### src/rtl/assert_macros.svh
// Assertion macros for the time window mean/sigma block.
// Used by the controller; no other dependencies.
`ifndef ASSERT_MACROS_SVH
`define ASSERT_MACROS_SVH

// same-cycle implication
`define TWMS_ASSERT_NOW(label, clk, rst, ante, cons, msg) \
   label: assert property (@(posedge clk) disable iff (rst) (ante) |-> (cons)) \
      else $error(msg);

// next-cycle implication
`define TWMS_ASSERT_NEXT(label, clk, rst, ante, cons, msg) \
   label: assert property (@(posedge clk) disable iff (rst) (ante) |=> (cons)) \
      else $error(msg);

`endif

### src/rtl/twms_pkg.sv
// Shared types and constants for the time window mean/sigma block.
// No dependencies.
package twms_pkg;

   localparam int TS_W     = 32;
   localparam int SAMPLE_W = 16;
   localparam int WIN_W    = 16;
   localparam int MEAN_W   = 16;
   localparam int SIGMA_W  = 16;
   localparam int COUNT_W  = 9;

   localparam logic [WIN_W-1:0] WINDOW_RESET = 16'd60;

   typedef enum logic [3:0] {
      ST_IDLE,
      ST_READ,
      ST_ACC,
      ST_MUL,
      ST_SUB,
      ST_DIVM_GO,
      ST_DIVM,
      ST_DIVV_GO,
      ST_DIVV,
      ST_SQRT_GO,
      ST_SQRT,
      ST_EMIT
   } twms_state_type;

   typedef struct packed {
      logic load;
      logic step;
      logic mul;
      logic sub;
      logic div_mean;
      logic div_var;
      logic sqrt_go;
      logic emit;
   } twms_cmd_type;

   typedef struct packed {
      logic hit;
      logic last;
      logic full;
      logic div_busy;
      logic sqrt_busy;
      logic out_busy;
   } twms_sts_type;

endpackage

### src/rtl/twms_ctrl.sv
// Controller: sequences ring walk, multiply, divide, root and output load.
// Depends on twms_pkg and assert_macros.svh.
`include "assert_macros.svh"
module twms_ctrl (
   input  logic                   clock,
   input  logic                   reset,
   input  logic                   req_tvalid,
   output logic                   req_tready,
   output twms_pkg::twms_cmd_type cmd,
   input  twms_pkg::twms_sts_type sts
);
   import twms_pkg::*;

   twms_state_type state_ff, state_in;

   always_ff @(posedge clock) begin
      if (reset) begin
         state_ff <= ST_IDLE;
      end else begin
         state_ff <= state_in;
      end
   end

   always_comb begin
      state_in = state_ff;
      unique case (state_ff)
         ST_IDLE: begin
            if (req_tvalid) state_in = ST_READ;
         end
         ST_READ:    state_in = ST_ACC;
         ST_ACC: begin
            if (sts.hit) begin
               state_in = ST_MUL;
            end else if (sts.last) begin
               state_in = sts.full ? ST_MUL : ST_IDLE;
            end else begin
               state_in = ST_READ;
            end
         end
         ST_MUL:     state_in = ST_SUB;
         ST_SUB:     state_in = ST_DIVM_GO;
         ST_DIVM_GO: state_in = ST_DIVM;
         ST_DIVM: begin
            if (!sts.div_busy) state_in = ST_DIVV_GO;
         end
         ST_DIVV_GO: state_in = ST_DIVV;
         ST_DIVV: begin
            if (!sts.div_busy) state_in = ST_SQRT_GO;
         end
         ST_SQRT_GO: state_in = ST_SQRT;
         ST_SQRT: begin
            if (!sts.sqrt_busy) state_in = ST_EMIT;
         end
         ST_EMIT: begin
            if (!sts.out_busy) state_in = ST_IDLE;
         end
         default:    state_in = ST_IDLE;
      endcase
   end

   always_comb begin
      cmd        = '0;
      req_tready = 1'b0;
      unique case (state_ff)
         ST_IDLE: begin
            req_tready = 1'b1;
            cmd.load   = req_tvalid;
         end
         ST_ACC:     cmd.step     = 1'b1;
         ST_MUL:     cmd.mul      = 1'b1;
         ST_SUB:     cmd.sub      = 1'b1;
         ST_DIVM_GO: cmd.div_mean = 1'b1;
         ST_DIVV_GO: cmd.div_var  = 1'b1;
         ST_SQRT_GO: cmd.sqrt_go  = 1'b1;
         ST_EMIT:    cmd.emit     = !sts.out_busy;
         default: begin
         end
      endcase
   end

   `TWMS_ASSERT_NOW(a_emit_free, clock, reset, cmd.emit, !sts.out_busy, "output overwritten")
   `TWMS_ASSERT_NEXT(a_load_walk, clock, reset, cmd.load, state_ff == ST_READ, "walk not started")
   `TWMS_ASSERT_NOW(a_div_idle, clock, reset, cmd.div_mean || cmd.div_var, !sts.div_busy, "divider restarted while busy")
   `TWMS_ASSERT_NOW(a_root_ready, clock, reset, cmd.sqrt_go, !sts.div_busy, "root started on unfinished quotient")
endmodule

### config.mk
export PLATFORM = sky130hd
export DESIGN_NAME = twms_ctrl
export DESIGN_NICKNAME = d
export VERILOG_FILES = /design/src/rtl/twms_pkg.sv /design/src/rtl/twms_ctrl.sv
export VERILOG_INCLUDE_DIRS = /design/src /design/src/rtl
export SDC_FILE = /design/constraint.sdc
export NUM_CORES = 1
export LEC_CHECK = 0
export BUFFER_PORTS_ARGS = -buffer_cell sky130_fd_sc_hd__buf_2
export CORE_AREA = 2 2 39 41
export CTS_BUF_LIST = sky130_fd_sc_hd__clkbuf_16
export CTS_CLUSTER_SIZE = 8
export DETAILED_ROUTE_END_ITERATION = 8
export DIE_AREA = 0 0 41 43
export PLACE_DENSITY = 0.54
export RECOVER_POWER = 50
export SYNTH_ARGS = -nofsm -noshare
export SYNTH_HDL_FRONTEND = slang
export SYNTH_SLANG_ARGS = --single-unit
### constraint.sdc
create_clock -name clock -period 1.7 [get_ports clock]
set_input_delay 0.085 -clock clock [delete_from_list [all_inputs] [get_ports clock]]
set_output_delay 0.085 -clock clock [all_outputs]
set_load 0.01 [all_outputs]
[Word level (Yosys, flattened, before mapping)]
Index checks and enable logic that the tools add are counted.
Cells by class
  equal/unequal tests: 16
  reductions and logical operators: 3
  multiplexer cells: 18
Operator list (number)
  one-hot mux 4 bit (12 select lines): 1
  two-way mux 4 bit: 5
  == test 4 x 3 -> 1 bit (second input constant): 4
  == test 4 bit (second input constant): 4
  inequality test 2 bit (second input constant): 5
  two-way mux 1 bit: 9
  == test 4 x 2 -> 1 bit (second input constant): 2
  two-way mux 2 bit: 3
  AND reduction 5 bit: 1
  == test 4 x 1 -> 1 bit (second input constant): 1
  zero test 4 bit: 1
  zero test 1 bit: 1
Storage, ports and cells
  word-level logic and storage cells: 38
  input bits: 9
  output and inout port bits: 9
  register bits after elaboration: 4

[Logic depth before layout (Yosys ltp)]
Gate-level depths: netlist of run 1.
  depth in word-level cells: 4
  gate-level depth with buffers: 5
  gate-level depth less buffers: 4

[Worst setup path before layout of run 1]
Ideal clock, no wire load.
  path type: reg-to-reg
  from: reg state_ff[1]
  to: reg state_ff[1]
  cell stages (with the launch flop): 6
  setup time: 0.091 ns
  required time: 1.609 ns
  arrival time: 1.278 ns
  path buffers: 1
  setup slack: 0.331 ns
  cells stage by stage: dfxtp_1 -> buf_6 -> nor4_2 -> nor2b_1 -> a311oi_2 -> a311oi_1
Between the ends
  cells in the longest elaborated chain, start to end: 3
  elaborated cells between the ends (all ways): 19
  classes of those cells: eq/ne (16); mux (1); reduce/logical (2)
Ends and longest elaborated chain
  start: declaration: RTL line twms_ctrl.sv:14  | twms_state_type state_ff, state_in;
  start signal: assignment: RTL line twms_ctrl.sv:20  | state_ff <= state_in;
  == test 4 x 3 -> 1 bit, or another cell as far along: RTL line twms_ctrl.sv:26  | unique case (state_ff)
  inequality test 2 bit (no source line)
  AND reduction 5 bit (no source line)
Several ways; a longest one is shown, not always the timed one.
A chain may end at the register's enable or synchronous reset.

==> results of run 1 <==
-- power groups by stage --
stage	sequential [mW]	combinational, mW	clock (mW)
after global routing	0.150	0.222	0.381
after detailed placement	0.146	0.205	0
after CTS	0.144	0.206	0.375
final	0.145	0.197	0.368
after floorplan	0.123	0.176	0
after global placement	0.147	0.206	0
-- worst paths after layout --
check | from | cells after the start | endpoint
worst min-delay path | reset | 2 | state_ff[1]$_SDFFE_PP0P_
worst min register to register | state_ff[1]$_SDFFE_PP0P_ | 1 | state_ff[1]$_SDFFE_PP0P_
worst max register to register | state_ff[0]$_SDFFE_PP0P_ | 4 | state_ff[0]$_SDFFE_PP0P_
worst max-delay path | state_ff[0]$_SDFFE_PP0P_ | 4 | cmd[1]
-- through the flow --
step,power (mW),util
global placement,0.353,0.334
finish,0.711,0.382
detailed placement,0.351,0.334
floorplan,0.299,-
CTS,0.726,0.388
global route,0.753,0.382
-- cells by family after synthesis --
family / count (synthesis) / share of synthesized area
buf+inv: 5 / 0.126
xor+xnor: 1 / 0.0232
mux: 2 / 0.0530
flops: 4 / 0.212
simple gates: 24 / 0.384
compound gates: 9 / 0.202
-- synthesized netlist by cell type, drive strengths merged --
cell type,n
a31oi,1
or4b,1
mux2i,2
nor2,3
nor2b,1
or2b,1
a211oi,1
nor3b,1
a21oi,1
dfxtp,4
nand2b,4
nand2,4
inv,1
a311oi,3
nand3,1
clkbuf,1
a2111o,1
and2,1
or3b,1
buf,3
xor2,1
o21ai,2
nor3,5
nor4,1
-- cell type report --
cell class	instances	area, sq um
fillers	142	856
multi-input cells	36	250
repair buffers	20	98.8
flip-flops and latches	4	80.1
clock buffers	3	75.1
well taps	16	20.0
inverters	1	3.75
-- placed cells by master, fill, tap and decap left out --
master | netlist | routed
buf_2 | 0 | 13
nor3_1 | 5 | 5
clkbuf_1 | 0 | 5
nand2b_1 | 4 | 4
nand2_1 | 4 | 4
dfxtp_1 | 4 | 4
nor2_1 | 3 | 3
clkbuf_16 | 0 | 3
mux2i_1 | 2 | 2
a311oi_1 | 2 | 2
buf_4 | 1 | 2
nor4_2 | 1 | 1
and2_1 | 1 | 1
xor2_1 | 1 | 1
inv_1 | 1 | 1
or3b_1 | 1 | 1
o21ai_2 | 1 | 1
nor3b_2 | 1 | 1
nor2b_1 | 1 | 1
a311oi_2 | 1 | 1
a2111o_1 | 1 | 1
nand3_1 | 1 | 1
a21oi_1 | 1 | 1
or4b_1 | 1 | 1
a211oi_1 | 1 | 1
o21ai_0 | 1 | 1
or2b_1 | 1 | 1
a31oi_1 | 1 | 1
-- per-layer routing --
layer / part of all wire / GRT usage / vias up
met5: 0 / 0 / -
met4: 0.026 / 0.0800 / 0
met3: 0.060 / 0.0157 / 2
met2: 0.46 / 0.184 / 13
met1: 0.45 / 0.141 / 178
li1: - / - / 205
==> flow_summary_export.csv, run 1 <==
group,metric,value,unit
final_layout,drive_above_1_share,0.344,
pwr,netSwitchingPower,0.208,mW
route,drtAntennaViolNets,0,
synth,syn_inst,45,
clock_tree,holdBufCountCts,0,
setup_path,critPathSlowestCell,"dfxtp_1",
clock_tree,cts_resized,0,
sta,period_needed,1480,ps
floorplanning,fp.dieArea,1760,sq um
sta,slew_headroom,0.718,
setup_path,cpMostUsedCell,"clkbuf_1",
final_layout,top_register,"state_ff",
final_layout,top_regs,"state_ff x4",
floorplanning,core_area,1380,sq um
grt,grtUsageTotal,0.118,
sta,rsz0062_at_grt,"no",
setup_path,worstSetupPathType,"flop to output port",
floorplanning,die_x,41,microns
route,drt_iter0_drc,4,
grt,grt_pass1_vias,335,
grt,grt_start_max_net_pins,13,
placement,dp_hpwl,656,microns
synth,synth_largest_area_cell,"dfxtp_1",
final_layout,layout.cells.non_filler,80,
clock_tree,clock_latency,230,ps
min_path,hold_path_class,"input port to flop",
route,routed_wl,885,microns
pwr,clkPwrFrac,0.518,
sta,period_share,0.871,
setup_path,cp.required,1620,ps
route,wl_per_cell,11.1,microns
final_layout,nets,75,
pwr,peakVddDrop,0.000546,V
route,routed_via_density,4.98,
job,drv_cap,0,
sta,hold_violations,0,
synth,synth-seq-cells,4,
pwr,comb_power_share,0.278,
setup_path,crit_family,"buffers and inverters",
setup_path,path_buf_inv,2,
clock_tree,tritoncts,"built",
run_status,outcome,"completed",
route,drc,0,
placement,routabilityCongestion,0.825,
route,vias,398,
sta,setup_tns,0,ps
setup_path,timing.reg2reg.setup_slack,220,ps
grt,antenna_found_initial,0,
clock_tree,clock-sinks,4,
sta,fmax,675,MHz
placement,portBuffers,17,
clock_tree,path_clk_slew,30,ps
grt,grt_pass1_wl,1390,microns
sta,setup_ws,219,ps
synth,synth_fp_nets,54,
floorplanning,ios,18,
setup_path,critical_path_arrival,1400,ps
floorplanning,initial_core_util,0.273,
floorplanning,num_rows,14,
final_layout,largest_reg_flops,4,
setup_path,path_cells,"clkbuf_1 > nand2_1 > nor3_1 > clkbuf_1",
synth,yosysWarnings,0,
pwr,switching_share,0.293,
synth,synth_seq_area_share,0.212,
pwr,pwr-share-seq,0.204,
clock_tree,cts_buffer_depth,2,
final_layout,fin_area,528,sq um
pwr,p_per_area,1350,nW/um^2
clock_tree,cts_root_buffer,"clkbuf_16",
setup_path,cp-start-kind,"flop",
sta,slew_violations,0,
synth,synthDominantCellAreaShare,0.212,
setup_path,end_kind,"output port",
sta,skew,2.01,ps
floorplanning,die_h,43,microns
synth,postSynthAreaPerCell,8.40,sq um
grt,overflow,0,
sta,hold_slack,77.5,ps
synth,synthTopCellsByArea,"dfxtp_1, nand2b_1, nor3_1, buf_6, mux2i_1",
setup_path,cp_max_fo,10,
placement,placed_cell_area,462,sq um
sta,setup_violations,0,
pwr,internal_power,0.503,mW
synth,syn_area,378,sq um
clock_tree,post-cts-setup-buffer-count,0,
clock_tree,cts_buffers,3,
placement,place_ws,228,ps
final_layout,antennaDiodeCount,0,
synth,synth_cell_types,27,
final_layout,area_growth,39.7,%
route,first_pass_iters,4,
placement,dp.cells,77,
sta,worst_pin_slew,422,ps
setup_path,cp_slowest_stage_delay,370,ps
pwr,p_leak,0.221,nW
clock_tree,htreeDepth,1,
(Power assumes the default switching activity.)
==> run 2: changes to the inputs <==
--- a/config.mk
+++ b/config.mk
@@ -13,7 +13,8 @@
 export DETAILED_ROUTE_END_ITERATION = 8
 export DIE_AREA = 0 0 41 43
 export PLACE_DENSITY = 0.54
-export RECOVER_POWER = 50
+export RECOVER_POWER = 100
+export SLEW_MARGIN = 25
 export SYNTH_ARGS = -nofsm -noshare
 export SYNTH_HDL_FRONTEND = slang
 export SYNTH_SLANG_ARGS = --single-unit
==> flow_summary_export.csv, run 2 (synthesis results as in run 1) <==
group,metric,value,unit
setup_path,cp.required,1620,ps
sta,skew,1.85,ps
floorplanning,ios,18,
route,drt_iter0_drc,3,
route,first_pass_iters,4,
min_path,hold_path_class,"input port to flop",
sta,setup_violations,0,
placement,routabilityCongestion,0.825,
pwr,peakVddDrop,0.000545,V
final_layout,nets,75,
sta,worst_pin_slew,406,ps
clock_tree,cts_buffers,3,
final_layout,seqCellArea,80.1,sq um
clock_tree,path_clk_slew,30,ps
grt,antenna_found_initial,0,
final_layout,layout.cells.non_filler,80,
setup_path,cp_max_fo,10,
setup_path,critical_path_arrival,1400,ps
clock_tree,tritoncts,"built",
sta,slew_headroom,0.729,
placement,portBuffers,17,
sta,fmax,675,MHz
clock_tree,cts_resized,0,
pwr,internal_power,0.497,mW
grt,grtUsageTotal,0.118,
final_layout,antennaDiodeCount,0,
sta,hold_slack,77.5,ps
route,routed_wl,883,microns
pwr,pwr-share-seq,0.205,
pwr,clkPwrFrac,0.523,
sta,setup_tns,0,ps
clock_tree,clock-sinks,4,
sta,hold_violations,0,
route,wl_per_cell,11.0,microns
grt,overflow,0,
final_layout,top_register,"state_ff",
final_layout,fillers,142,
min_path,hp-start,"reset",
setup_path,worstSetupPathType,"flop to output port",
sta,period_share,0.871,
pwr,switching_share,0.294,
placement,placed_cell_area,462,sq um
grt,grt_pass1_wl,1390,microns
final_layout,layout_commonest_cell,"buf_2",
min_path,min_path_cells,2,
floorplanning,num_rows,14,
sta,slew_violations,0,
pwr,p_per_area,1350,nW/um^2
sta,period_needed,1480,ps
floorplanning,die_x,41,microns
job,drv_cap,0,
floorplanning,fp.dieArea,1760,sq um
grt,grt_pass1_vias,335,
route,drc,0,
floorplanning,initial_core_util,0.273,
final_layout,drive_above_1_share,0.297,
setup_path,reg2reg_depth,4,
final_layout,top_regs,"state_ff x4",
setup_path,cp-start-kind,"flop",
route,vias,394,
placement,dp.cells,77,
final_layout,fin_area,522,sq um
clock_tree,htreeDepth,1,
min_path,hold_path_end,"state_ff[1]$_SDFFE_PP0P_",
setup_path,reg2reg_from,"state_ff[0]$_SDFFE_PP0P_",
pwr,p_leak,0.209,nW
clock_tree,cts_root_buffer,"clkbuf_16",
clock_tree,holdBufCountCts,0,
pwr,finalPower,0.704,mW
floorplanning,core_area,1380,sq um
floorplanning,die_h,43,microns
clock_tree,cts_buffer_depth,2,
grt,grt_start_max_net_pins,13,
final_layout,multiInputGateArea,250,sq um
run_status,outcome,"completed",
clock_tree,post-cts-setup-buffer-count,0,
pwr,comb_power_share,0.272,
clock_tree,clock_latency,220,ps
setup_path,crit_start,"state_ff[0]$_SDFFE_PP0P_",
pwr,netSwitchingPower,0.207,mW
route,routed_via_density,4.93,
final_layout,final_cell_mix,"buf_2, clkbuf_1, nor3_1",
setup_path,end_kind,"output port",
sta,rsz0062_at_grt,"no",
placement,dp_hpwl,656,microns
route,drtAntennaViolNets,0,
setup_path,worstReg2RegEnd,"state_ff[0]$_SDFFE_PP0P_",
setup_path,timing.reg2reg.setup_slack,220,ps
final_layout,largest_reg_flops,4,
final_layout,area_growth,38.1,%
[run 2: critical path, stage by stage (launching register included)]
cell	delay, ps
dfxtp_1	370
clkbuf_1	350
nand2_1	120
nor3_1	160
clkbuf_1	170
[run 2: worst max path at each step]
stage	slack (ps)	to
2_1_floorplan	330	state_ff[1]$_SDFFE_PP0P_
3_3_place_gp	230	state_ff[0]$_SDFFE_PP0P_
3_5_place_dp	230	state_ff[0]$_SDFFE_PP0P_
4_1_cts	210	state_ff[0]$_SDFFE_PP0P_
5_1_grt	50	state_ff[0]$_SDFFE_PP0P_
6_report	220	cmd[1]
[run 2: final cells by class]
| cell class | count | area share |
|---|---|---|
| multi-input combinational | 36 | 0.480 |
| timing repair buffer | 20 | 0.177 |
| sequential | 4 | 0.153 |
| clock buffer | 3 | 0.144 |
| tap | 16 | 0.0384 |
| inverter | 1 | 0.00719 |
[run 2: power groups by stage]
stage	sequential (mW)	clock, mW	combinational (mW)
floorplan	0.123	0	0.176
global placement	0.147	0	0.206
detailed placement	0.146	0	0.205
global route	0.150	0.381	0.216
CTS	0.144	0.375	0.206
finish	0.144	0.368	0.192
[run 2: per-stage QoR]
step	utilization	setup slack [ps]
3_3_place_gp	0.334	227
6_report	0.377	219
5_1_grt	0.377	51.3
2_1_floorplan	-	331
4_1_cts	0.388	215
3_5_place_dp	0.334	228
[run 2: per-layer routing]
| metal | GRT usage | routed length, microns |
|---|---|---|
| met1 | 0.141 | 386 |
| met2 | 0.184 | 410 |
| met3 | 0.0157 | 62 |
| met4 | 0.0800 | 23 |
| met5 | 0 | 0 |
